[config.mk]
export PLATFORM = sky130hd
export DESIGN_NAME = zip_central_directory_parser_flat
export DESIGN_NICKNAME = d
export VERILOG_FILES = /design/src/sv/zcd_pkg.sv /design/src/sv/zcd_in_if.sv /design/src/sv/zcd_out_if.sv /design/src/sv/zcd_in_stage.sv /design/src/sv/zcd_parser.sv /design/src/sv/zcd_out_stage.sv /design/src/sv/zip_central_directory_parser.sv /design/src/flat_wrapper.sv
export SDC_FILE = /design/constraint.sdc
export NUM_CORES = 1
export LEC_CHECK = 0
export ABC_AREA = 1
export BUFFER_PORTS_ARGS = -buffer_cell sky130_fd_sc_hd__clkbuf_2
export CORE_MARGIN = 8
export CORE_UTILIZATION = 27
export CTS_CLUSTER_DIAMETER = 80
export DETAILED_ROUTE_END_ITERATION = 6
export GPL_TIMING_DRIVEN = 0
export PLACE_DENSITY = 0.51
export REMOVE_ABC_BUFFERS = 1
export SYNTH_ARGS = -nofsm -noshare
export SYNTH_HDL_FRONTEND = slang
export SYNTH_HIERARCHICAL = 1
export SYNTH_SLANG_ARGS = --single-unit
[constraint.sdc]
create_clock -name clk -period 8.78 [get_ports clk]
set_input_delay 1.317 -clock clk [delete_from_list [all_inputs] [get_ports clk]]
set_output_delay 1.317 -clock clk [all_outputs]
set_load 0.01 [all_outputs]
[src/sv/zcd_pkg.sv]
`timescale 1ns / 1ps
`default_nettype none
// zcd_pkg: shared types, codes and the fixed-field layout table of the
// zip central directory parser; no dependencies

package zcd_pkg;

	localparam logic [31:0] CDH_SIGNATURE = 32'h0201_4b50;

	localparam logic [4:0] KIND_NAME    = 5'd16;
	localparam logic [4:0] KIND_EXTRA   = 5'd17;
	localparam logic [4:0] KIND_COMMENT = 5'd18;
	localparam logic [4:0] KIND_STATUS  = 5'd19;

	localparam logic [1:0] ST_CONT  = 2'd0;
	localparam logic [1:0] ST_END   = 2'd1;
	localparam logic [1:0] ST_BAD   = 2'd2;
	localparam logic [1:0] ST_TRUNC = 2'd3;

	localparam logic [3:0] FLD_NAME_LEN    = 4'd9;
	localparam logic [3:0] FLD_EXTRA_LEN   = 4'd10;
	localparam logic [3:0] FLD_COMMENT_LEN = 4'd11;
	localparam logic [3:0] FLD_LAST        = 4'd15;

	typedef enum logic [2:0] {
		PH_SIG     = 3'd0,
		PH_FIXED   = 3'd1,
		PH_NAME    = 3'd2,
		PH_EXTRA   = 3'd3,
		PH_COMMENT = 3'd4,
		PH_STOP    = 3'd5
	} phase_t;

	typedef struct packed {
		logic [7:0] data_byte;
		logic       end_of_data;
	} in_item_t;

	typedef struct packed {
		logic        emit;
		logic [4:0]  item_kind;
		logic [31:0] item_value;
		logic        header_done;
		logic [1:0]  stream_status;
	} result_t;

	typedef struct packed {
		logic [3:0] field;
		logic [1:0] offset;
		logic       last;
	} fld_info_t;

	// field number, byte offset in field and last-byte flag for a header position
	function automatic fld_info_t fld_lookup(input logic [5:0] pos);
		fld_info_t  fi;
		logic [5:0] p;
		logic [5:0] start;
		logic [5:0] fend;
		begin
			p = (pos < 6'd4 || pos > 6'd45) ? 6'd45 : pos;
			case (p) inside
				[6'd4:6'd5]:   begin fi.field = 4'd0;  start = 6'd4;  fend = 6'd6;  end
				[6'd6:6'd7]:   begin fi.field = 4'd1;  start = 6'd6;  fend = 6'd8;  end
				[6'd8:6'd9]:   begin fi.field = 4'd2;  start = 6'd8;  fend = 6'd10; end
				[6'd10:6'd11]: begin fi.field = 4'd3;  start = 6'd10; fend = 6'd12; end
				[6'd12:6'd13]: begin fi.field = 4'd4;  start = 6'd12; fend = 6'd14; end
				[6'd14:6'd15]: begin fi.field = 4'd5;  start = 6'd14; fend = 6'd16; end
				[6'd16:6'd19]: begin fi.field = 4'd6;  start = 6'd16; fend = 6'd20; end
				[6'd20:6'd23]: begin fi.field = 4'd7;  start = 6'd20; fend = 6'd24; end
				[6'd24:6'd27]: begin fi.field = 4'd8;  start = 6'd24; fend = 6'd28; end
				[6'd28:6'd29]: begin fi.field = 4'd9;  start = 6'd28; fend = 6'd30; end
				[6'd30:6'd31]: begin fi.field = 4'd10; start = 6'd30; fend = 6'd32; end
				[6'd32:6'd33]: begin fi.field = 4'd11; start = 6'd32; fend = 6'd34; end
				[6'd34:6'd35]: begin fi.field = 4'd12; start = 6'd34; fend = 6'd36; end
				[6'd36:6'd37]: begin fi.field = 4'd13; start = 6'd36; fend = 6'd38; end
				[6'd38:6'd41]: begin fi.field = 4'd14; start = 6'd38; fend = 6'd42; end
				default:       begin fi.field = 4'd15; start = 6'd42; fend = 6'd46; end
			endcase
			fi.offset = 2'(p - start);
			fi.last   = ((p + 6'd1) == fend);
			return fi;
		end
	endfunction

endpackage

`default_nettype wire

[src/sv/zcd_in_if.sv]
`timescale 1ns / 1ps
`default_nettype none
// zcd_in_if: byte stream channel into the parser
// no dependencies

interface zcd_in_if;
	logic       valid;
	logic       ready;
	logic [7:0] data_byte;
	logic       end_of_data;

	modport source (output valid, output data_byte, output end_of_data, input ready);
	modport sink (input valid, input data_byte, input end_of_data, output ready);
endinterface

`default_nettype wire

[src/sv/zcd_out_if.sv]
`timescale 1ns / 1ps
`default_nettype none
// zcd_out_if: parsed item channel out of the parser
// no dependencies

interface zcd_out_if;
	logic        valid;
	logic        ready;
	logic [4:0]  item_kind;
	logic [31:0] item_value;
	logic        header_done;
	logic [1:0]  stream_status;

	modport source (output valid, output item_kind, output item_value,
		output header_done, output stream_status, input ready);
	modport sink (input valid, input item_kind, input item_value,
		input header_done, input stream_status, output ready);
endinterface

`default_nettype wire

[src/sv/zcd_in_stage.sv]
`timescale 1ns / 1ps
`default_nettype none
// zcd_in_stage: input register for the byte stream
// depends on zcd_pkg and zcd_in_if

module zcd_in_stage (
	input  wire logic            clk,
	input  wire logic            arst_n,
	zcd_in_if.sink               dir_stream,
	input  wire logic            advance,
	output logic                 item_valid,
	output zcd_pkg::in_item_t    item
);

	logic              valid_s1;
	zcd_pkg::in_item_t item_s1;

	assign dir_stream.ready = !valid_s1 || advance;

	always_ff @(posedge clk or negedge arst_n) begin
		if (!arst_n) begin
			valid_s1 <= 1'b0;
		end else if (dir_stream.ready) begin
			valid_s1 <= dir_stream.valid;
		end
	end

	always_ff @(posedge clk) begin
		if (dir_stream.ready && dir_stream.valid) begin
			item_s1.data_byte   <= dir_stream.data_byte;
			item_s1.end_of_data <= dir_stream.end_of_data;
		end
	end

	assign item_valid = valid_s1;
	assign item       = item_s1;

endmodule

`default_nettype wire

[src/sv/zcd_parser.sv]
`timescale 1ns / 1ps
`default_nettype none
// zcd_parser: header state and one-byte step of the parse
// depends on zcd_pkg

module zcd_parser (
	input  wire logic               clk,
	input  wire logic               arst_n,
	input  wire logic               step,
	input  wire zcd_pkg::in_item_t  item,
	output zcd_pkg::result_t        res
);

	zcd_pkg::phase_t phase_q, phase_n;
	logic [5:0]      pos_q, pos_n;
	logic [31:0]     acc_q, acc_n;
	logic [15:0]     name_len_q, name_len_n;
	logic [15:0]     extra_len_q, extra_len_n;
	logic [15:0]     cmt_len_q, cmt_len_n;
	logic [15:0]     remain_q, remain_n;

	zcd_pkg::fld_info_t fi;
	logic [31:0]        acc_sig;
	logic [31:0]        acc_fld;
	logic [15:0]        remain_dec;
	logic               hdr_end;

	assign fi         = zcd_pkg::fld_lookup(pos_q);
	assign acc_sig    = acc_q | (32'(item.data_byte) << {pos_q[1:0], 3'b000});
	assign acc_fld    = acc_q | (32'(item.data_byte) << {fi.offset, 3'b000});
	assign remain_dec = remain_q - 16'd1;

	// next state
	always_comb begin
		phase_n     = phase_q;
		pos_n       = pos_q;
		acc_n       = acc_q;
		name_len_n  = name_len_q;
		extra_len_n = extra_len_q;
		cmt_len_n   = cmt_len_q;
		remain_n    = remain_q;
		hdr_end     = 1'b0;
		case (phase_q)
			zcd_pkg::PH_SIG: begin
				acc_n = acc_sig;
				pos_n = {4'b0000, pos_q[1:0]} + 6'd1;
				if (pos_q[1:0] == 2'd3) begin
					acc_n = '0;
					if (acc_sig != zcd_pkg::CDH_SIGNATURE) begin
						phase_n = zcd_pkg::PH_STOP;
					end else begin
						phase_n = zcd_pkg::PH_FIXED;
					end
				end
			end
			zcd_pkg::PH_FIXED: begin
				acc_n = acc_fld;
				pos_n = pos_q + 6'd1;
				if (fi.last) begin
					acc_n = '0;
					case (fi.field)
						zcd_pkg::FLD_NAME_LEN:    name_len_n  = acc_fld[15:0];
						zcd_pkg::FLD_EXTRA_LEN:   extra_len_n = acc_fld[15:0];
						zcd_pkg::FLD_COMMENT_LEN: cmt_len_n   = acc_fld[15:0];
						zcd_pkg::FLD_LAST: begin
							if (name_len_q != '0) begin
								phase_n  = zcd_pkg::PH_NAME;
								remain_n = name_len_q;
							end else if (extra_len_q != '0) begin
								phase_n  = zcd_pkg::PH_EXTRA;
								remain_n = extra_len_q;
							end else if (cmt_len_q != '0) begin
								phase_n  = zcd_pkg::PH_COMMENT;
								remain_n = cmt_len_q;
							end else begin
								hdr_end = 1'b1;
							end
						end
						default: ;
					endcase
				end
			end
			zcd_pkg::PH_NAME: begin
				remain_n = remain_dec;
				if (remain_dec == '0) begin
					if (extra_len_q != '0) begin
						phase_n  = zcd_pkg::PH_EXTRA;
						remain_n = extra_len_q;
					end else if (cmt_len_q != '0) begin
						phase_n  = zcd_pkg::PH_COMMENT;
						remain_n = cmt_len_q;
					end else begin
						hdr_end = 1'b1;
					end
				end
			end
			zcd_pkg::PH_EXTRA: begin
				remain_n = remain_dec;
				if (remain_dec == '0) begin
					if (cmt_len_q != '0) begin
						phase_n  = zcd_pkg::PH_COMMENT;
						remain_n = cmt_len_q;
					end else begin
						hdr_end = 1'b1;
					end
				end
			end
			zcd_pkg::PH_COMMENT: begin
				remain_n = remain_dec;
				if (remain_dec == '0) begin
					hdr_end = 1'b1;
				end
			end
			zcd_pkg::PH_STOP: ;
			default: phase_n = zcd_pkg::PH_STOP;
		endcase
		if (hdr_end) begin
			phase_n  = zcd_pkg::PH_SIG;
			pos_n    = '0;
			acc_n    = '0;
			remain_n = '0;
		end
		if (item.end_of_data) begin
			phase_n     = zcd_pkg::PH_SIG;
			pos_n       = '0;
			acc_n       = '0;
			name_len_n  = '0;
			extra_len_n = '0;
			cmt_len_n   = '0;
			remain_n    = '0;
		end
	end

	// result of this byte
	always_comb begin
		res.emit          = 1'b0;
		res.item_kind     = zcd_pkg::KIND_STATUS;
		res.item_value    = '0;
		res.header_done   = hdr_end;
		res.stream_status = zcd_pkg::ST_CONT;
		case (phase_q)
			zcd_pkg::PH_SIG: begin
				if (pos_q[1:0] == 2'd3 && acc_sig != zcd_pkg::CDH_SIGNATURE) begin
					res.emit          = 1'b1;
					res.stream_status = zcd_pkg::ST_BAD;
				end
			end
			zcd_pkg::PH_FIXED: begin
				if (fi.last) begin
					res.emit       = 1'b1;
					res.item_kind  = {1'b0, fi.field};
					res.item_value = acc_fld;
				end
			end
			zcd_pkg::PH_NAME: begin
				res.emit       = 1'b1;
				res.item_kind  = zcd_pkg::KIND_NAME;
				res.item_value = 32'(item.data_byte);
			end
			zcd_pkg::PH_EXTRA: begin
				res.emit       = 1'b1;
				res.item_kind  = zcd_pkg::KIND_EXTRA;
				res.item_value = 32'(item.data_byte);
			end
			zcd_pkg::PH_COMMENT: begin
				res.emit       = 1'b1;
				res.item_kind  = zcd_pkg::KIND_COMMENT;
				res.item_value = 32'(item.data_byte);
			end
			default: ;
		endcase
		if (item.end_of_data) begin
			if (phase_q == zcd_pkg::PH_STOP) begin
				res.emit = 1'b0;
			end else if (res.stream_status != zcd_pkg::ST_BAD) begin
				res.emit          = 1'b1;
				res.stream_status = hdr_end ? zcd_pkg::ST_END : zcd_pkg::ST_TRUNC;
			end
		end
	end

	always_ff @(posedge clk or negedge arst_n) begin
		if (!arst_n) begin
			phase_q     <= zcd_pkg::PH_SIG;
			pos_q       <= '0;
			acc_q       <= '0;
			name_len_q  <= '0;
			extra_len_q <= '0;
			cmt_len_q   <= '0;
			remain_q    <= '0;
		end else if (step) begin
			phase_q     <= phase_n;
			pos_q       <= pos_n;
			acc_q       <= acc_n;
			name_len_q  <= name_len_n;
			extra_len_q <= extra_len_n;
			cmt_len_q   <= cmt_len_n;
			remain_q    <= remain_n;
		end
	end

	a_eod_resets: assert property (@(posedge clk) disable iff (!arst_n)
		step && item.end_of_data |=> phase_q == zcd_pkg::PH_SIG && pos_q == '0 && acc_q == '0)
		else $error("state not cleared after end of data");

	a_done_emits: assert property (@(posedge clk) disable iff (!arst_n)
		step && res.header_done |-> res.emit)
		else $error("header end without an item");

	a_bad_from_sig: assert property (@(posedge clk) disable iff (!arst_n)
		step && res.emit && res.stream_status == zcd_pkg::ST_BAD |->
			phase_q == zcd_pkg::PH_SIG && pos_q[1:0] == 2'd3)
		else $error("bad signature status outside signature check");

endmodule

`default_nettype wire

[src/sv/zcd_out_stage.sv]
`timescale 1ns / 1ps
`default_nettype none
// zcd_out_stage: result register toward the item channel
// depends on zcd_pkg and zcd_out_if

module zcd_out_stage (
	input  wire logic               clk,
	input  wire logic               arst_n,
	input  wire logic               take,
	input  wire zcd_pkg::result_t   res,
	zcd_out_if.source               parsed,
	output logic                    free
);

	logic        valid_q;
	logic [4:0]  kind_q;
	logic [31:0] value_q;
	logic        done_q;
	logic [1:0]  status_q;

	assign free = !valid_q || parsed.ready;

	always_ff @(posedge clk or negedge arst_n) begin
		if (!arst_n) begin
			valid_q <= 1'b0;
		end else if (take) begin
			valid_q <= res.emit;
		end else if (parsed.ready) begin
			valid_q <= 1'b0;
		end
	end

	always_ff @(posedge clk) begin
		if (take && res.emit) begin
			kind_q   <= res.item_kind;
			value_q  <= res.item_value;
			done_q   <= res.header_done;
			status_q <= res.stream_status;
		end
	end

	assign parsed.valid         = valid_q;
	assign parsed.item_kind     = kind_q;
	assign parsed.item_value    = value_q;
	assign parsed.header_done   = done_q;
	assign parsed.stream_status = status_q;

	a_take_loads: assert property (@(posedge clk) disable iff (!arst_n)
		take |=> valid_q == $past(res.emit))
		else $error("result register out of step with parser");

endmodule

`default_nettype wire

[src/sv/zip_central_directory_parser.sv]
`timescale 1ns / 1ps
`default_nettype none
// Parses a zip central directory arriving one byte per request on dir_stream and
// emits each fixed header field, each name, extra and comment byte, and status items
// on parsed. One byte is taken every cycle when the result side keeps up; a byte
// passes an input register and the header step logic into the result register,
// from which its item is shown on parsed. Bytes that give no item (signature bytes,
// non-final field bytes, bytes after a bad signature) are still taken and stepped
// through the parser like the rest. No clearing pass after reset.
// depends on zcd_pkg, zcd_in_if, zcd_out_if, zcd_in_stage, zcd_parser, zcd_out_stage

module zip_central_directory_parser (
	input  wire logic clk,
	input  wire logic arst_n,
	zcd_in_if.sink    dir_stream,
	zcd_out_if.source parsed
);

	logic              item_valid;
	zcd_pkg::in_item_t item;
	zcd_pkg::result_t  res;
	logic              free;
	logic              take;

	assign take = item_valid && free;

	zcd_in_stage u_in (
		.clk        (clk),
		.arst_n     (arst_n),
		.dir_stream (dir_stream),
		.advance    (take),
		.item_valid (item_valid),
		.item       (item)
	);

	zcd_parser u_parse (
		.clk    (clk),
		.arst_n (arst_n),
		.step   (take),
		.item   (item),
		.res    (res)
	);

	zcd_out_stage u_out (
		.clk    (clk),
		.arst_n (arst_n),
		.take   (take),
		.res    (res),
		.parsed (parsed),
		.free   (free)
	);

endmodule

`default_nettype wire
[src/flat_wrapper.sv]
// flat-port wrapper written by rule: the top's interface ports become plain ports
module zip_central_directory_parser_flat 
  (clk, arst_n, dir_stream_valid, dir_stream_data_byte, dir_stream_end_of_data, dir_stream_ready, parsed_valid, parsed_item_kind, parsed_item_value, parsed_header_done, parsed_stream_status, parsed_ready);
  zcd_in_if dir_stream_i ();
  zcd_out_if parsed_i ();
  input  wire logic clk;
  input  wire logic arst_n;
  input wire logic [$bits(dir_stream_i.valid)-1:0] dir_stream_valid;
  input wire logic [$bits(dir_stream_i.data_byte)-1:0] dir_stream_data_byte;
  input wire logic [$bits(dir_stream_i.end_of_data)-1:0] dir_stream_end_of_data;
  output wire logic [$bits(dir_stream_i.ready)-1:0] dir_stream_ready;
  output wire logic [$bits(parsed_i.valid)-1:0] parsed_valid;
  output wire logic [$bits(parsed_i.item_kind)-1:0] parsed_item_kind;
  output wire logic [$bits(parsed_i.item_value)-1:0] parsed_item_value;
  output wire logic [$bits(parsed_i.header_done)-1:0] parsed_header_done;
  output wire logic [$bits(parsed_i.stream_status)-1:0] parsed_stream_status;
  input wire logic [$bits(parsed_i.ready)-1:0] parsed_ready;
  assign dir_stream_i.valid = dir_stream_valid;
  assign dir_stream_i.data_byte = dir_stream_data_byte;
  assign dir_stream_i.end_of_data = dir_stream_end_of_data;
  assign dir_stream_ready = dir_stream_i.ready;
  assign parsed_valid = parsed_i.valid;
  assign parsed_item_kind = parsed_i.item_kind;
  assign parsed_item_value = parsed_i.item_value;
  assign parsed_header_done = parsed_i.header_done;
  assign parsed_stream_status = parsed_i.stream_status;
  assign parsed_i.ready = parsed_ready;
  zip_central_directory_parser u_core (.clk(clk), .arst_n(arst_n), .dir_stream(dir_stream_i), .parsed(parsed_i));
endmodule
==> results.json, run 1 <==
{
  "status": "finished, final reports clean",
  "cpMostUsedCell": "nand2_1",
  "path_clk_slew_ns": 0.07,
  "coreArea_sq_um": 37500,
  "yosys.area.top_type": "dfrtp_1",
  "synth_edf_count": 49,
  "timing.rr.start": "u_core/u_parse/pos_q[1]$_DFFE_PN0P_",
  "synth_area_leaders": "dfrtp_1 26%, edfxtp_1 14%, nand2_1 11%, o21ai_0 7.7%, inv_1 7.0%",
  "synthMostInstantiatedCell": "nand2_1",
  "clk_latency_ns": 0.45,
  "reg2reg_depth": 27,
  "synthToLayoutAreaGrowth_pct": 12.6,
  "cp-start-kind": "flop",
  "finalClockSkew_ns": 0.0156,
  "syn_area_sq_um": 10200,
  "antenna_found_initial": 0,
  "grt_pass1_vias": 9278,
  "port_buffers": 54,
  "end_kind": "flop",
  "slew_headroom": 0.111,
  "p_per_area_nw_per_um2": 452,
  "p_leak_nw": 5.12,
  "grt_pass1_wl_microns": 53100,
  "post-place-ws_ns": 2.08,
  "wl_per_cell_microns": 17.0,
  "rows": 71,
  "ys_ff_latch": 156,
  "via_per_inst": 4.96,
  "synthCells": 1396,
  "total_power_mw": 5.19,
  "clock-root-buffer": "clkbuf_16",
  "min_period_over_period": 0.777,
  "whs_endpoint": "u_core/u_out/parsed.valid$_DFFE_PN0P_",
  "yosys.cell_types.count": 53,
  "drc_errors": 0,
  "cts_sinks": 156,
  "hold_path_class": "flop to flop",
  "worstMarginPinSlew_ns": 1.33,
  "drv_cap": 0,
  "clock_tree.buffer_depth": 2,
  "hold_ws_ns": 0.509,
  "period_minus_slack_ns": 6.83,
  "nets": 1431,
  "synth.top_cell.area_share": 0.262,
  "cts_tree": "done",
  "yosysSeqAreaShare": 0.407,
  "post-cts-setup-buffers": 0,
  "rsz0062_at_grt": "no",
  "crit_slowest_cell": "dfrtp_1",
  "yosys_most_used_dff": "dfrtp_1",
  "die_y_microns": 210,
  "num-fill-cells": 4157,
  "syn_area_per_cell_sq_um": 7.31,
  "ios": 55,
  "worstPathRequired_ns": 9.08,
  "peakVddDrop_uv": 218,
  "final_area_sq_um": 11500,
  "cp_max_fo": 33,
  "crit_arrival_ns": 7.13,
  "ys_warn_count": 6,
  "cts_resized": 0,
  "critPathKind": "flop to flop",
  "worst_slack_ns": 1.95,
  "async_flop_share": 0.686,
  "drt_first_pass_iters": 6,
  "wl_microns": 32900,
  "max_freq_ghz": 0.147,
  "numCtsBuffers": 17,
  "holdPathStages": 2,
  "place_congestion": 0.880,
  "place_area_sq_um": 10900,
  "die_w_microns": 210,
  "globalRoute.totalOverflow": 0,
  "setup_violations": 0,
  "r2r_end": "u_core/u_parse/acc_q[20]$_DFFE_PN0P_",
  "vias": 9592,
  "final_max_slew_viol_count": 0,
  "min-delay-start": "u_core/u_out/parsed.valid$_DFFE_PN0P_",
  "regToRegSetupSlack_ns": 1.95,
  "dp_hpwl_microns": 23700,
  "grt_max_degree": 91,
  "finalSetupTns_ns": 0,
  "drive_gt1_frac": 0.108,
  "hold_viol": 0,
  "n_antenna_cell": 0,
  "htree_levels": 4,
  "drtIter0Drc": 815,
  "yosys-top-cells-count": "288 x nand2_1, 191 x inv_1, 158 x o21ai_0",
  "gr-usage-all-layers": 0.149,
  "start_util": 0.272,
  "ant_nets": 0,
  "die_area_sq_um": 44300,
  "max_stage_delay_ns": 1.00,
  "cts_hold_buf": 0
}
[where the power goes]
part | switching (mW) | internal, mW
Clock | 0.344 | 0.381
Sequential | 0.160 | 1.05
Combinational | 2.33 | 0.925
Total | 2.84 | 2.36
[through the flow]
stage               instances   util
detailed placement       1902  0.291
global route             1934  0.306
global placement         1897  0.288
CTS                      1934  0.306
floorplan                1332      -
finish                   1934  0.306
[worst max path at each step]
stage / cells after the start / end / from / slack, ns
after detailed placement: 25 / u_core/u_out/parsed.item_kind[1]$_DFFE_PP_ / u_core/u_parse/pos_q[1]$_DFFE_PN0P_ / 2.08
final: 27 / u_core/u_parse/acc_q[20]$_DFFE_PN0P_ / u_core/u_parse/pos_q[1]$_DFFE_PN0P_ / 1.95
after global placement: 28 / u_core/u_out/parsed.item_value[11]$_DFFE_PP_ / u_core/u_parse/pos_q[1]$_DFFE_PN0P_ / -0.12
after CTS: 25 / u_core/u_out/parsed.item_kind[1]$_DFFE_PP_ / u_core/u_parse/pos_q[1]$_DFFE_PN0P_ / 2.04
after global routing: 30 / u_core/u_out/parsed.item_value[29]$_DFFE_PP_ / u_core/u_parse/pos_q[1]$_DFFE_PN0P_ / 1.52
after floorplan: 28 / u_core/u_out/parsed.header_done$_DFFE_PP_ / u_core/u_parse/pos_q[1]$_DFFE_PN0P_ / 3.14
[logic make-up after synthesis]
group / synth area share
AOI/OAI and AO/OA: 0.199
xor gates and xnor gates: 0.0120
adders and majority gates: 0.00981
buffers and inverters: 0.109
DFF: 0.407
and+or+nand+nor: 0.264
[area by class of cell]
cell class | count | area, sq um | area share
Inverter | 210 | 788 | 0.0686
Multi-Input combinational cell | 966 | 4970 | 0.433
Sequential cell | 156 | 4150 | 0.361
Timing Repair Buffer | 59 | 373 | 0.0325
Clock buffer | 18 | 439 | 0.0382
Tap cell | 511 | 639 | 0.0557
Clock inverter | 14 | 130 | 0.0113
[placed cells by master (no fill, tap or decap), types with 12 or more instances in the layout]
master / Yosys / layout
o21bai_1: 19 / 19
clkbuf_16: 0 / 17
xor2_1: 12 / 12
clkbuf_2: 1 / 53
nand2_1: 288 / 288
nand3_1: 62 / 61
dfrtp_1: 107 / 107
inv_1: 191 / 190
inv_2: 13 / 14
o22ai_1: 32 / 32
edfxtp_1: 49 / 49
a21oi_1: 34 / 34
nor2_1: 128 / 127
nand4_1: 40 / 40
o21ai_0: 158 / 158
o21ai_1: 79 / 79
[registers in the layout, summed over array words and instances, names as in the netlist]
name and count:
u_core/u_out/parsed.item_value 32, u_core/u_out/parsed.stream_status 2, u_core/u_parse/phase_q 3, u_core/u_parse/cmt_len_q 16, u_core/u_out/parsed.valid 1, u_core/u_parse/remain_q 16
u_core/u_out/parsed.header_done 1, u_core/u_parse/extra_len_q 16, u_core/u_parse/acc_q 32, u_core/u_parse/pos_q 6, u_core/u_in/item_valid 1, u_core/u_parse/name_len_q 16
u_core/u_out/parsed.item_kind 5, u_core/u_in/item 9
[layer usage]
| metal | up-vias | GRT usage | share of wire |
|---|---|---|---|
| met2 | 308 | 0.239 | 0.46 |
| met1 | 4551 | 0.201 | 0.46 |
| met4 | 0 | 0.0500 | 0.022 |
| li1 | 4684 | - | - |
| met5 | - | 0 | 0 |
| met3 | 49 | 0.0281 | 0.049 |
[critical path: cells and delay by family, from the launching register on]
family          cells  cell delay, ns
flops               1            1.00
simple gates       20            3.37
compound gates      2            0.30
fa+ha+maj           2            0.79
buf+inv             3            1.17
Note: power is estimated with default switching activity, not from simulation.
==> run 2: changes to the inputs <==
ABC_AREA = 0   (was 1)
clock period = 6.7 ns   (was 8.78 ns; I/O delays follow)
==> run 2 against run 1 <==
Against the previous run: wire length shrank 21%; largest cell class is now registers; largest power group unchanged; worst setup slack got worse by 1.2 ns; highest routed layer unchanged; utilization is 0.32 points higher; clock power up 42%; combinational power fell by 32%; sequential share of layout area grew 6.5 points; critical path depth is 11 lower; clock skew down 0.0027 ns; global-route usage down 1.3 points; synthesized cell count shrank 38%; non-clock buffer count decreased by 4; count of clock-buffer cells in the layout shrank 1.
==> results.json, run 2 <==
{
  "status": "finished, final reports clean",
  "hold_viol": 0,
  "max_freq_ghz": 0.167,
  "ys_warn_count": 6,
  "ant_nets": 0,
  "synth-xor-area-share": 0.0142,
  "synth_area_leaders": "dfrtp_1 31%, edfxtp_1 17%, o2bb2ai_1 4.3%, nor2_1 4.1%, a21oi_1 4.1%",
  "synth_top_family_by_area": "compound AO/OA/AOI/OAI gates",
  "min_period_over_period": 0.893,
  "p_comb_frac": 0.469,
  "fin_util": 0.310,
  "nets": 897,
  "final_area_sq_um": 9750,
  "gr-usage-all-layers": 0.136,
  "finalSetupTns_ns": 0,
  "grt_max_degree": 91,
  "crit_start": "u_core/u_parse/pos_q[1]$_DFFE_PN0P_",
  "layout_commonest_cell": "dfrtp_1",
  "finalClockSkew_ns": 0.0129,
  "p_per_area_nw_per_um2": 489,
  "rsz0062_at_grt": "no",
  "ios": 55,
  "numCtsBuffers": 17,
  "die_y_microns": 195,
  "synthMostInstantiatedCell": "dfrtp_1",
  "r2r_end": "u_core/u_parse/acc_q[10]$_DFFE_PN0P_",
  "end_kind": "flop",
  "synthToLayoutAreaGrowth_pct": 13.0,
  "final_cell_mix": "107 x dfrtp_1, 95 x nor2_1, 71 x a21oi_1, 53 x clkbuf_2, 51 x nand2_1",
  "globalRoute.totalOverflow": 0,
  "cts_sinks": 156,
  "die_w_microns": 195,
  "wl_per_cell_microns": 20.2,
  "start_util": 0.274,
  "cp_max_fo": 32,
  "m1WireLength_microns": 12800,
  "die_area_sq_um": 37900,
  "crit_arrival_ns": 6.35,
  "drive_gt1_frac": 0.148,
  "drt_first_pass_iters": 5,
  "worstMarginPinSlew_ns": 1.40,
  "yosys-top-cells-count": "107 x dfrtp_1, 95 x nor2_1, 71 x a21oi_1",
  "clk_latency_ns": 0.43,
  "via_per_inst": 5.56,
  "path_clk_slew_ns": 0.07,
  "regToRegSetupSlack_ns": 0.72,
  "yosys_most_used_dff": "dfrtp_1",
  "dpl.cell_count": 1259,
  "async_flop_share": 0.686,
  "clock_tree.buffer_depth": 2,
  "place_congestion": 0.817,
  "slew_headroom": 0.0621,
  "n_antenna_cell": 0,
  "place_area_sq_um": 9130,
  "critPathKind": "flop to flop",
  "wl_met2_microns": 11700,
  "post-cts-setup-buffers": 0,
  "p_sw_frac": 0.458,
  "worstPathRequired_ns": 7.07,
  "instances_no_fill": 1291,
  "drv_cap": 0,
  "antenna_found_initial": 0,
  "yosys.area.top_type": "dfrtp_1",
  "peakVddDrop_uv": 248,
  "grt_pass1_wl_microns": 41600,
  "vias": 7178,
  "syn_area_sq_um": 8630,
  "coreArea_sq_um": 31500,
  "yosysSeqAreaShare": 0.481,
  "intPower_mw": 2.58,
  "timing.rr.start": "u_core/u_parse/pos_q[1]$_DFFE_PN0P_",
  "ys_ff_latch": 156,
  "yosys.area_share.simple": 0.170,
  "cts_hold_buf": 0,
  "setup_violations": 0,
  "p_leak_nw": 3.90,
  "synthMuxAreaShare": 0.0270,
  "wl_microns": 26100,
  "synthCells": 869,
  "reg2reg_depth": 16,
  "yosys.cell_types.count": 82,
  "grt_pass1_vias": 7132,
  "synth.top_cell.area_share": 0.310,
  "htree_levels": 4,
  "drtIter0Drc": 676,
  "synth_compound_area_frac": 0.251,
  "pwr-share-clk": 0.216,
  "syn_area_per_cell_sq_um": 9.93,
  "rows": 65,
  "port_buffers": 54,
  "dr_wl_met3_microns": 1200,
  "p_sw_mw": 2.18,
  "dp_hpwl_microns": 18100,
  "hold_path_class": "primary input to async pin",
  "period_minus_slack_ns": 5.98,
  "clock-root-buffer": "clkbuf_16",
  "cts_tree": "done",
  "seqPwrFrac": 0.316,
  "final_max_slew_viol_count": 0,
  "synth_edf_count": 49,
  "cp-start-kind": "flop",
  "num-fill-cells": 3235,
  "drc_errors": 0,
  "synth_fa_ha_area_frac": 0.0116,
  "cts_resized": 0,
  "top_layer_used": "met4"
}
==> run 2: area by class of cell <==
type | count | area, sq um | area share
Inverter | 22 | 82.6 | 0.00847
Multi-Input combinational cell | 624 | 4090 | 0.419
Timing Repair Buffer | 55 | 307 | 0.0315
Sequential cell | 156 | 4150 | 0.426
Clock buffer | 17 | 425 | 0.0437
Tap cell | 402 | 503 | 0.0516
Clock inverter | 15 | 193 | 0.0198
==> run 2: cell families after synthesis <==
kind of cell,Yosys count
flip-flops,156
buffers and inverters,89
AND/OR/NAND/NOR,280
XOR/XNOR,14
adder cells (fa/ha/maj),8
AO/OA/AOI/OAI,301
multiplexers,21
==> run 2: worst max-delay path, stage by stage (launching register included) <==
cell and delay (ns):
dfrtp_1 0.69, inv_1 0.40, ha_1 0.21, nor4bb_1 0.05, a211oi_1 0.60, inv_1 0.13, nor2_1 0.24, inv_1 0.12
ha_1 0.33, or4_1 0.43, o32ai_1 0.28, a31oi_1 0.11, nand3_2 0.20, nor3_1 0.09, nor3b_2 0.93, a31o_2 0.80
a22o_1 0.26
==> run 2: routing by layer <==
layer / up-vias / global-route usage
li1: 3319 / -
met1: 3615 / 0.195
met2: 209 / 0.206
met3: 35 / 0.0238
met4: 0 / 0.0441
met5: - / 0
==> run 2: power by group through the flow <==
stage	Combinational (mW)	Sequential, mW	Clock (mW)
after floorplan	1.50	1.48	0
after global placement	2.21	1.51	0
after detailed placement	2.22	1.51	0
after CTS	2.23	1.50	1.05
after global routing	2.47	1.54	1.08
final	2.23	1.50	1.03
==> run 2: per-stage QoR <==
stage                     hold slack [ns]  power (mW)  setup WS [ns]
after global routing                0.414        5.09          0.183
after CTS                           0.414        4.78          0.797
final                               0.423        4.76          0.720
after global placement              0.496        3.72          0.833
after floorplan                     0.472        2.98           2.25
after detailed placement            0.502        3.73          0.830
==> run 2: worst max path at each step <==
stage                                                     end  slack, ns  cells after the start
global route             u_core/u_parse/acc_q[20]$_DFFE_PN0P_       0.18                     16
floorplan           u_core/u_parse/extra_len_q[0]$_DFFE_PN0P_       2.25                     16
CTS                 u_core/u_parse/extra_len_q[4]$_DFFE_PN0P_       0.80                     17
finish                   u_core/u_parse/acc_q[10]$_DFFE_PN0P_       0.72                     16
global placement     u_core/u_parse/cmt_len_q[11]$_DFFE_PN0P_       0.83                     16
detailed placement  u_core/u_parse/extra_len_q[4]$_DFFE_PN0P_       0.83                     16
==> run 3: changes to the inputs <==
PLACE_DENSITY = 0.52   (was 0.51)
clock period = 4.8 ns   (was 6.7 ns; I/O delays follow)
==> run 3 against run 2 <==
Against the previous run: final area up 2.9%; wire length increased by 1.7%; global-route usage up 0.082 points; combinational power is 49% higher; maximum frequency increased by 28%; utilization increased by 0.90 points; highest routed layer unchanged.
==> results.json, run 3 (synthesized netlist as in run 2, its figures left out) <==
{
  "path_clk_slew_ns": 0.07,
  "die_y_microns": 195,
  "crit_slowest_cell": "a21boi_4",
  "peakVddDrop_uv": 315,
  "final_cell_mix": "101 x dfrtp_1, 92 x nor2_1, 69 x a21oi_1, 53 x clkbuf_2, 51 x nand2_1",
  "worstPathRequired_ns": 5.16,
  "end_kind": "flop",
  "cts_tree": "done",
  "seqCellArea_sq_um": 4160,
  "place_congestion": 0.830,
  "grt_max_degree": 93,
  "drtIter0Drc": 762,
  "wl_per_cell_microns": 20.2,
  "wl_microns": 26500,
  "slew_headroom": 0.107,
  "worstMarginPinSlew_ns": 1.33,
  "die_area_sq_um": 37900,
  "p_leak_nw": 4.02,
  "grt_pass1_vias": 6968,
  "crit_arrival_ns": 5.05,
  "port_buffers": 54,
  "num-fill-cells": 3252,
  "via_per_inst": 5.61,
  "cp-start-kind": "flop",
  "pwr-share-clk": 0.201,
  "regToRegSetupSlack_ns": 0.11,
  "htree_levels": 4,
  "reg2reg_depth": 17,
  "gr-usage-all-layers": 0.137,
  "timing.rr.start": "u_core/u_parse/pos_q[1]$_DFFE_PN0P_",
  "max_stage_delay_ns": 0.58,
  "p_per_area_nw_per_um2": 675,
  "p_sw_mw": 3.10,
  "final_max_slew_viol_count": 0,
  "n_antenna_cell": 0,
  "status": "finished, final reports clean",
  "vias": 7356,
  "antenna_found_initial": 0,
  "drt_first_pass_iters": 5,
  "coreArea_sq_um": 31500,
  "dp_hpwl_microns": 17900,
  "start_util": 0.274,
  "ios": 55,
  "rows": 65,
  "clock_tree.buffer_depth": 2,
  "die_w_microns": 195,
  "min_period_over_period": 0.976,
  "clk_latency_ns": 0.44,
  "intPower_mw": 3.67,
  "p_comb_frac": 0.492,
  "drv_cap": 0,
  "nets": 918,
  "seqPwrFrac": 0.307,
  "cts_sinks": 156,
  "layout_commonest_cell": "dfrtp_1",
  "drive_gt1_frac": 0.191,
  "total_power_mw": 6.77,
  "cpMostUsedCell": "buf_4",
  "hold_path_class": "primary input to async pin",
  "setup_violations": 0,
  "ant_nets": 0,
  "period_minus_slack_ns": 4.69,
  "multiInputGateArea_sq_um": 4210,
  "grt_pass1_wl_microns": 41700,
  "synthToLayoutAreaGrowth_pct": 16.3,
  "clock-root-buffer": "clkbuf_16",
  "max_freq_ghz": 0.213,
  "crit_path_cell_trace": "clkinvlp_4 -> ha_1 -> nor4bb_2 -> a211oi_2 -> buf_4 -> nand2_1 -> inv_2 -> ha_1 -> or4_1 -> a211o_1 -> nand3_2 -> nor3_4 -> buf_4 -> buf_4 -> a211oi_1 -> a21boi_4 -> a32o_1",
  "p_sw_frac": 0.458,
  "finalClockSkew_ns": 0.0144,
  "globalRoute.totalOverflow": 0,
  "cp_max_fo": 16,
  "hold_viol": 0,
  "critPathKind": "flop to flop",
  "fin_util": 0.319,
  "r2r_end": "u_core/u_parse/remain_q[8]$_DFFE_PN0P_",
  "drc_errors": 0,
  "numCtsBuffers": 17
}
-- run 3: changes by cell type in the layout (fill, tap and decap cells not counted), sizes merged --
cell,delta
clkinvlp,+2
clkbuf,+1
inv,-3
buf,+20
o21ai,+1
-- run 3: cell type report --
type,count,area share
clock buffers,18,0.0428
clock inverters,14,0.0150
inverters,22,0.0116
multi-input cells,625,0.420
flip-flops and latches,156,0.415
well taps,402,0.0501
repair buffers,75,0.0455
-- run 3: worst max-delay path, delay by kind of cell, from the launching register on --
kind	cells	cell delay [ns]
compound gates	5	1.74
fa+ha+maj	2	0.45
buf+inv	5	0.69
flops	1	0.49
simple gates	5	1.22
-- run 3: timing repair --
item / in CTS / in global routing
endpoints found under the setup margin: 179 / 144
pin swaps: 1 / 4
buffers inserted: 3 / 17
gates cloned: 0 / 1
hold buffers: 0 / 0
gates resized for setup: 18 / 21
-- run 3: through the flow --
stage / hold slack (ns) / area (sq um) / cells / TNS (ns) / worst slack (ns)
2_1_floorplan: 0.424 / 8320 / 802 / 0 / 0.348
3_3_place_gp: 0.494 / 9090 / 1258 / -122.17 / -1.06
3_5_place_dp: 0.501 / 9130 / 1259 / -122.69 / -1.07
4_1_cts: 0.128 / 9810 / 1294 / 0 / 0.0376
5_1_grt: 0.134 / 10000 / 1312 / -0.0642 / -0.0243
6_report: 0.136 / 10000 / 1312 / 0 / 0.114
-- run 3: power by group through the flow --
stage | Sequential (mW) | Combinational (mW) | Clock, mW
after floorplan | 2.07 | 2.09 | 0
after global placement | 2.11 | 3.07 | 0
after detailed placement | 2.12 | 3.09 | 0
after CTS | 2.08 | 3.18 | 1.39
after global routing | 2.12 | 3.66 | 1.44
final | 2.08 | 3.33 | 1.36
-- run 3: how the worst max path moves through the flow --
stage | start | to | slack, ns | cells after the start
floorplan | u_core/u_parse/pos_q[1]$_DFFE_PN0P_ | u_core/u_parse/extra_len_q[0]$_DFFE_PN0P_ | 0.35 | 16
CTS | u_core/u_parse/pos_q[4]$_DFFE_PN0P_ | u_core/u_parse/extra_len_q[10]$_DFFE_PN0P_ | 0.04 | 15
finish | u_core/u_parse/pos_q[1]$_DFFE_PN0P_ | u_core/u_parse/remain_q[8]$_DFFE_PN0P_ | 0.11 | 17
global placement | u_core/u_parse/pos_q[0]$_DFFE_PN0P_ | u_core/u_parse/cmt_len_q[11]$_DFFE_PN0P_ | -1.06 | 16
global route | u_core/u_parse/pos_q[1]$_DFFE_PN0P_ | u_core/u_parse/extra_len_q[13]$_DFFE_PN0P_ | -0.02 | 17
detailed placement | u_core/u_parse/pos_q[0]$_DFFE_PN0P_ | u_core/u_parse/acc_q[30]$_DFFE_PN0P_ | -1.07 | 15
-- run 3: routing by layer --
metal,global-route usage,up-vias,routed length (microns)
li1,-,3366,-
met1,0.200,3729,13200
met2,0.207,233,11700
met3,0.0231,28,1330
met4,0.0357,0,330
met5,0,-,0
